[src/hdl/nlfc_pkg.sv]
// Shared constants and helpers for the NMEA line framer with checksum check.
`default_nettype none

package nlfc_pkg;

  localparam int unsigned MaxLineDefault = 256;

  localparam logic [7:0] ChDollar = 8'h24;
  localparam logic [7:0] ChStar   = 8'h2A;
  localparam logic [7:0] ChComma  = 8'h2C;
  localparam logic [7:0] ChCr     = 8'h0D;
  localparam logic [7:0] ChLf     = 8'h0A;

  // Last three bytes of the first field, newest in the low byte.
  localparam logic [23:0] TailGga = 24'h474741;
  localparam logic [23:0] TailVtg = 24'h565447;

  localparam logic [1:0] KindOther = 2'd0;
  localparam logic [1:0] KindGga   = 2'd1;
  localparam logic [1:0] KindVtg   = 2'd2;

  typedef struct packed {
    logic       valid;
    logic [3:0] value;
  } hex_digit_t;

  // Decode one ASCII hex digit, either case.
  function automatic hex_digit_t hex_decode(input logic [7:0] b);
    hex_digit_t r;
    r.valid = 1'b1;
    r.value = 4'd0;
    if (b >= 8'h30 && b <= 8'h39) begin
      r.value = b[3:0];
    end else if ((b >= 8'h41 && b <= 8'h46) || (b >= 8'h61 && b <= 8'h66)) begin
      r.value = 4'(b[2:0] + 3'd1) + 4'd8;
    end else begin
      r.valid = 1'b0;
    end
    return r;
  endfunction

endpackage

`default_nettype wire

[src/hdl/nmea_line_framer_checksum_top.sv]
// NMEA line framer: frames bytes into lines and checks the sentence checksum.
//
// One received byte is taken per clock cycle. All per-line state (byte count,
// running XOR, star and hex digit tracking, first-field tail) updates in the
// cycle a byte is accepted; a newline that closes a non-empty line loads the
// verdict into the result register, which presents it on the next cycle.
// The only input stall is a full result register whose transfer is stalled
// downstream. Carriage returns are dropped; a byte other than a newline
// that arrives with MAX_LINE bytes already held discards the line.
// line_length_o carries the low 9 bits of the held count.
`default_nettype none

module nmea_line_framer_checksum_top
  import nlfc_pkg::*;
#(
  parameter int unsigned MAX_LINE = MaxLineDefault
) (
  input  wire logic       clk_i,
  input  wire logic       rst_ni,
  input  wire logic       in_valid_i,
  output logic            in_stall_o,
  input  wire logic [7:0] rx_byte_i,
  output logic            out_valid_o,
  input  wire logic       out_stall_i,
  output logic            checksum_ok_o,
  output logic [1:0]      sentence_kind_o,
  output logic [8:0]      line_length_o
);

  localparam int unsigned CntW = $clog2(MAX_LINE + 1);

  logic [CntW-1:0] held_q, held_d;
  logic [7:0]      xor_q, xor_d;
  logic            star_q, star_d;
  logic [1:0]      digits_q, digits_d;
  logic [3:0]      exp_hi_q, exp_hi_d;
  logic [3:0]      exp_lo_q, exp_lo_d;
  logic            bad_digit_q, bad_digit_d;
  logic            closed_q, closed_d;
  logic [23:0]     tail_q, tail_d;

  logic            out_valid_q, out_valid_d;
  logic            ok_q, ok_d;
  logic [1:0]      kind_q, kind_d;
  logic [8:0]      len_q, len_d;

  logic       accept;
  logic       is_lf;
  logic       produce;
  logic       lead_dollar;
  hex_digit_t hd;

  assign in_stall_o = out_valid_q & out_stall_i;
  assign accept     = in_valid_i & ~in_stall_o;
  assign is_lf      = rx_byte_i == ChLf;
  assign produce    = accept & is_lf & (held_q != '0);
  assign lead_dollar = (held_q == '0) & (rx_byte_i == ChDollar);
  assign hd         = hex_decode(rx_byte_i);

  // Verdict, sentence kind and length for the line closed by this newline.
  always_comb begin
    if (!star_q) begin
      ok_d = 1'b1;
    end else if (digits_q != 2'd2 || bad_digit_q) begin
      ok_d = 1'b0;
    end else begin
      ok_d = xor_q == {exp_hi_q, exp_lo_q};
    end
    if (tail_q == TailGga) begin
      kind_d = KindGga;
    end else if (tail_q == TailVtg) begin
      kind_d = KindVtg;
    end else begin
      kind_d = KindOther;
    end
    len_d = 9'(held_q);
  end

  always_comb begin
    held_d      = held_q;
    xor_d       = xor_q;
    star_d      = star_q;
    digits_d    = digits_q;
    exp_hi_d    = exp_hi_q;
    exp_lo_d    = exp_lo_q;
    bad_digit_d = bad_digit_q;
    closed_d    = closed_q;
    tail_d      = tail_q;
    if (accept && rx_byte_i != ChCr) begin
      if (is_lf || held_q >= CntW'(MAX_LINE)) begin
        held_d      = '0;
        xor_d       = '0;
        star_d      = 1'b0;
        digits_d    = '0;
        exp_hi_d    = '0;
        exp_lo_d    = '0;
        bad_digit_d = 1'b0;
        closed_d    = 1'b0;
        tail_d      = '0;
      end else begin
        if (!star_q) begin
          if (rx_byte_i == ChStar) begin
            star_d = 1'b1;
          end else if (!lead_dollar) begin
            xor_d = xor_q ^ rx_byte_i;
          end
        end else if (digits_q != 2'd2) begin
          if (!hd.valid) bad_digit_d = 1'b1;
          if (digits_q == 2'd0) begin
            exp_hi_d = hd.value;
          end else begin
            exp_lo_d = hd.value;
          end
          digits_d = digits_q + 2'd1;
        end
        if (!closed_q) begin
          if (rx_byte_i == ChComma || rx_byte_i == ChStar) begin
            closed_d = 1'b1;
          end else if (!lead_dollar) begin
            tail_d = {tail_q[15:0], rx_byte_i};
          end
        end
        held_d = held_q + CntW'(1);
      end
    end
  end

  always_comb begin
    if (produce) begin
      out_valid_d = 1'b1;
    end else if (!out_stall_i) begin
      out_valid_d = 1'b0;
    end else begin
      out_valid_d = out_valid_q;
    end
  end

  always_ff @(posedge clk_i or negedge rst_ni) begin
    if (!rst_ni) begin
      held_q      <= '0;
      xor_q       <= '0;
      star_q      <= 1'b0;
      digits_q    <= '0;
      exp_hi_q    <= '0;
      exp_lo_q    <= '0;
      bad_digit_q <= 1'b0;
      closed_q    <= 1'b0;
      tail_q      <= '0;
      out_valid_q <= 1'b0;
    end else begin
      held_q      <= held_d;
      xor_q       <= xor_d;
      star_q      <= star_d;
      digits_q    <= digits_d;
      exp_hi_q    <= exp_hi_d;
      exp_lo_q    <= exp_lo_d;
      bad_digit_q <= bad_digit_d;
      closed_q    <= closed_d;
      tail_q      <= tail_d;
      out_valid_q <= out_valid_d;
    end
  end

  // Result payload, loaded only when a line closes.
  always_ff @(posedge clk_i) begin
    if (produce) begin
      ok_q   <= ok_d;
      kind_q <= kind_d;
      len_q  <= len_d;
    end
  end

  assign out_valid_o     = out_valid_q;
  assign checksum_ok_o   = ok_q;
  assign sentence_kind_o = kind_q;
  assign line_length_o   = len_q;

  a_held_bound: assert property (@(posedge clk_i) disable iff (!rst_ni)
    held_q <= CntW'(MAX_LINE))
    else $error("held count above line limit");

  a_lf_gives_result: assert property (@(posedge clk_i) disable iff (!rst_ni)
    produce |=> out_valid_q)
    else $error("closed line gave no result");

  a_no_digits_before_star: assert property (@(posedge clk_i) disable iff (!rst_ni)
    !star_q |-> (digits_q == 2'd0 && !bad_digit_q))
    else $error("digit tracking active without star");

  a_digit_count: assert property (@(posedge clk_i) disable iff (!rst_ni)
    digits_q != 2'd3)
    else $error("digit count overran");

  a_empty_line_clean: assert property (@(posedge clk_i) disable iff (!rst_ni)
    held_q == '0 |-> (xor_q == '0 && !star_q && !closed_q && tail_q == '0))
    else $error("line state not cleared");

endmodule

`default_nettype wire
[config.mk]
export PLATFORM = sky130hd
export DESIGN_NAME = nmea_line_framer_checksum_top
export DESIGN_NICKNAME = d
export VERILOG_FILES = /design/src/hdl/nlfc_pkg.sv /design/src/hdl/nmea_line_framer_checksum_top.sv
export SDC_FILE = /design/constraint.sdc
export NUM_CORES = 1
export LEC_CHECK = 0
export ABC_CLOCK_PERIOD_IN_PS = 3290
export CAP_MARGIN = 25
export CORE_ASPECT_RATIO = 2
export CORE_UTILIZATION = 29
export CTS_BUF_LIST = sky130_fd_sc_hd__clkbuf_8
export CTS_CLUSTER_DIAMETER = 150
export CTS_CLUSTER_SIZE = 10
export DETAILED_ROUTE_END_ITERATION = 16
export DONT_BUFFER_PORTS = 1
export GPL_TIMING_DRIVEN = 0
export PLACE_DENSITY_LB_ADDON = 0.08
export SYNTH_ARGS = -nofsm -noshare
export SYNTH_HDL_FRONTEND = slang
export SYNTH_SLANG_ARGS = --single-unit
[constraint.sdc]
create_clock -name clk_i -period 3.29 [get_ports clk_i]
set_input_delay 0.658 -clock clk_i [delete_from_list [all_inputs] [get_ports clk_i]]
set_output_delay 0.658 -clock clk_i [all_outputs]
set_load 0.01 [all_outputs]
## Word level (Yosys, flattened, before mapping)

Cells that the tools add are included.
W data, S select, Z words.

- Register bits: 67
- Output and inout port bits: 14
- Input bits: 12

- Mux-type cells: 38
- $lt $le $gt $ge: 7
- Add/subtract/negate cells: 4
- Bitwise operators: 7
- Eq/ne operators: 17
- Reduce and logical (&&, ||, !) cells: 20

Operators by type and width:

| kind | count |
|---|---|
| $mux W24 | 4 |
| $eq A24 B23 Y1 const B | 2 |
| $mux W4 | 10 |
| $mux W8 | 4 |
| $eq A8 B6 Y1 const B | 3 |
| $reduce_and A4 Y1 | 5 |
| $ge A8 B7 Y1 const B | 2 |
| $le A8 B7 Y1 const B | 2 |
| $mux W1 | 15 |
| $ne A2 B1 Y1 const B | 5 |
| $add A9 B1 Y9 const B | 1 |
| $ge A9 B9 Y1 const B | 1 |
| $logic_not A9 Y1 | 1 |
| $mux W9 | 1 |
| $reduce_bool A9 Y1 | 1 |
| $eq A8 B4 Y1 const B | 1 |
| $eq A8 B8 Y1 | 1 |
| $ge A8 B6 Y1 const B | 1 |
| $le A8 B6 Y1 const B | 1 |
| $mux W2 | 4 |
| $ne A2 B2 Y1 const B | 4 |
| $ne A8 B4 Y1 const B | 1 |
| $xor A8 B8 Y8 | 1 |
| $reduce_bool A2 Y1 | 3 |
| 9 further kinds | 19 |

## Depth between registers and ports, before layout

- Depth in word-level cells: 9
- Gate-level depth with buffers: 8

## Worst setup path after synthesis

OpenSTA, ideal clock, no wires.

- Path type: input -> register
- From: input port rx_byte_i[0]
- To: register ok_q (netlist: checksum_ok_o) (enable)
- Arrival time: 2.615 ns
- Stages on the path: 6
- Setup slack: 0.263 ns
- Path buffers: 1
- Library setup time: 0.412 ns
- Cell sequence: inv_1 ha_1 and3b_1 clkbuf_1 nand2_1 nor4_1

- Word-level cells in the longest chain between the ends: 3

RTL lines:

| what | RTL line | RTL |
|---|---|---|
| from (decl) | nmea_line_framer_checksum_top.sv:22 | `input wire logic [7:0] rx_byte_i,` |
| $eq A8 B4 Y1 | nmea_line_framer_checksum_top.sv:55 | `assign is_lf = rx_byte_i == ChLf;` |
| $and A1 B1 Y1 (2 in a row) | nmea_line_framer_checksum_top.sv:56 | `assign produce = accept & is_lf & (held_q != '0);` |
| to (signal assigned) | nmea_line_framer_checksum_top.sv:167 | `ok_q <= ok_d;` |
| to (decl) | nmea_line_framer_checksum_top.sv:43 | `logic ok_q, ok_d;` |

Every way passes these cells.
A chain may end at the register's enable or synchronous reset.

## Worst setup path after layout

- From: input port rx_byte_i[0]
- To: register len_q[4] (netlist: line_length_o[4]) (enable)

- Word-level cells in the longest chain between the ends: 3

RTL lines:

| what | RTL line | RTL |
|---|---|---|
| $eq A8 B4 Y1 | nmea_line_framer_checksum_top.sv:55 |  |
| $and A1 B1 Y1 (2 in a row) | nmea_line_framer_checksum_top.sv:56 |  |
| to (signal assigned) | nmea_line_framer_checksum_top.sv:169 | `len_q <= len_d;` |
| to (decl) | nmea_line_framer_checksum_top.sv:45 | `logic [8:0] len_q, len_d;` |

Every way passes these cells.

==> flow_summary.yaml <==
critical_path:
  start_kind: "input pin"
  reg2reg_from: "held_q[0]"
  critical_path.cell_chain: "inv_1 -> ha_1 -> and3b_1 -> clkbuf_1 -> nand2_1 -> nor4_2 -> buf_4"
  end_kind: "flop"
  critPathLaunch: "rx_byte_i[0]"
  cp_slowest_cell: "nor4_2"
  critPathMaxFanout: 8
  worstPathArrival_ns: 2.44
  cp.required_ns: 3.35
  critPathKind: "input pin to flop"
  slowest_delay_ns: 0.46
yosys:
  syn_area_um2: 3350
  ys_async_sr_fraction: 0.821
  synth_most_common_cell: "dfrtp_1"
  syn-mean-instance-area_um2: 11.5
  ys.flop_type: "dfrtp_1"
  netlist.area_leader.share: 0.411
  syn-num-nets: 311
  yosysWarnings: 0
  syn-instance-count: 290
  synth_edf_count: 12
  ys_seq_area_frac: 0.519
  synth_area_leader_cell: "dfrtp_1"
  yosys-top-cells-area: "dfrtp_1 (41%), edfxtp_1 (11%), a32o_1 (8.1%)"
  ys_types: 55
  ys_seq_elements: 67
  ys_top_cells_by_count: "dfrtp_1 (55), a32o_1 (27), o21ai_0 (18)"
floorplanning:
  core_um2: 11300
  die_w_um: 78.0
  die-area_um2: 12000
  rows: 55
  die_height_um: 154
  start_util: 0.296
  io_pins: 26
clocking:
  cts_max_level: 3
  clock-root-buffer: "clkbuf_8"
  post-cts-setup-buffers: 0
  numCtsBuffers: 9
  cts_sinks: 67
  cts.path.max_buffers: 2
  cts.clk_slew.worst_paths_ns: 0.07
  cts_resized: 0
  tritoncts: "yes"
  clk_latency_ns: 0.35
finish:
  synthToLayoutAreaGrowth_pct: 12.8
  finish.cell_count_without_fillers: 450
  finalNetCount: 324
  n_fill_cell: 1172
  drive_gt1_frac: 0.130
  diodes: 0
sta:
  worst_slack_ns: 0.905
  rsz0062_at_grt: "no"
  max_clock_freq_mhz: 419
  max_slew.worst_pin.slew_ns: 0.702
  finalSetupViolCount: 0
  period_share: 0.725
  slew_headroom: 0.525
  min_period_ns: 2.39
  fin_skew_ns: 0.00546
  maxSlewViolCount: 0
  hold_viol: 0
global_route:
  antenna_found_initial: 0
  grt_max_degree: 56
  grt_pass1_vias: 2511
  overflow: 0
  grtUsageTotal: 0.170
  grt_pass1_wl_um: 14700
pwr:
  powerDensity_nw_per_um2: 613
  p_leak_nw: 1.56
  ir_worst_vdd_uv: 189
routing:
  vias: 2507
  wl_per_cell_um: 21.3
  viasPerCell: 5.57
  drt_iter0_drc: 123
  first_pass_iters: 5
  antenna_left: 0
  wirelength_um: 9600
  drc: 0
placement:
  gp_congestion: 0.812
  portBuffers: 0
  hpwl_um: 7100
  dp.cells: 433
  dp_slack_ns: 0.532
outcome:
  status: "finished clean"
worst_hold_path:
  holdCritPathClass: "input pin to asynchronous set/reset pin"
flow_run:
  max-cap-violations: 0
==> worst paths after layout <==
check,to,slack [ns],depth (start not counted)
max,line_length_o[4],0.90,7
min,tail_q[7],0.17,1
max reg2reg,xor_q[5],0.94,6
min reg2reg,tail_q[19],0.49,1
max in group asynchronous,exp_hi_q[2],2.86,1
min in group clk_i,out_valid_o,0.46,2
==> layer usage <==
metal  vias up  share of wire  routed length [um]  GRT usage
li1       1167              -                   -          -
met1      1287           0.37                3590      0.175
met2        37           0.57                5500      0.318
met3        16          0.021                 206     0.0326
met4         0          0.031                 300     0.0873
met5         -              0                   0          0
==> logic make-up (layout without fill, tap and decap cells) <==
family,after synthesis,in the layout,synth area share
xor+xnor,10,10,0.0262
flops,67,67,0.519
buf+inv,26,44,0.0359
fa+ha+maj,9,9,0.0337
mux,4,4,0.0120
simple gates,79,79,0.148
compound gates,95,95,0.225
==> area by class of cell <==
type | count | area (um2) | share of cell area
Timing Repair Buffer | 2 | 35.0 | 0.00928
Multi-Input combinational cell | 197 | 1500 | 0.396
Tap cell | 142 | 178 | 0.0471
Inverter | 12 | 45.0 | 0.0119
Buffer | 14 | 75.1 | 0.0199
Sequential cell | 67 | 1740 | 0.460
Clock buffer | 9 | 124 | 0.0328
Clock inverter | 7 | 85.1 | 0.0225
==> power breakdown <==
group | total (mW) | internal (mW) | switching [mW]
combinational | 0.421 | 0.211 | 0.210
clock | 0.742 | 0.419 | 0.323
sequential | 1.15 | 0.997 | 0.153
total | 2.31 | 1.63 | 0.685
==> through the flow <==
step                hold slack (ns)  TNS (ns)  total power, mW  utilization  instance area, um2
floorplan                     0.362         0             1.44            -                3350
global placement              0.367     -7.27             1.57        0.312                3520
detailed placement            0.366         0             1.58        0.313                3540
CTS                           0.165         0             2.35        0.334                3770
global route                  0.170         0             2.44        0.334                3770
finish                        0.171         0             2.31        0.334                3770
==> worst max-delay path, delay by kind of cell <==
kind	cells	cell delay, ns
AND/OR/NAND/NOR	3	0.82
buffers and inverters	3	0.75
adder cells (fa/ha/maj)	1	0.19
==> layout by cell type, fill, tap and decap left out, types with 3 or more instances in the layout <==
cell      netlist  routed
mux2i_1         4       4
nor3_1          3       3
and3_1          4       4
a32o_1         27      27
dfrtp_1        55      55
a22o_1          7       7
buf_4           3       4
clkbuf_8        0       9
nor4_1          8       7
xor2_1          9       9
nor2b_1         6       6
nand2b_1        3       3
a21o_1          7       7
inv_1          12      14
edfxtp_1       12      12
ha_1            9       9
nand3_1         6       6
o31ai_1         7       7
nor2_1         14      14
nand4b_1        3       3
buf_2           9       9
o21ai_0        18      18
or4b_1          3       3
a21oi_1         6       6
nand2_1         9       9
==> flip-flops by register name (all words and copies together), names as in the netlist, 2 cells and up <==
register,cells
held_q,9
xor_q,8
digits_q,2
sentence_kind_o,2
tail_q,24
exp_hi_q,4
exp_lo_q,4
line_length_o,9
==> timing repair <==
item,4_1_cts,5_1_grt
endpoints found under the hold margin,55,0
setup endpoints to repair,0,0
hold buffers,1,0
Note: power is estimated with default switching activity, not from simulation.
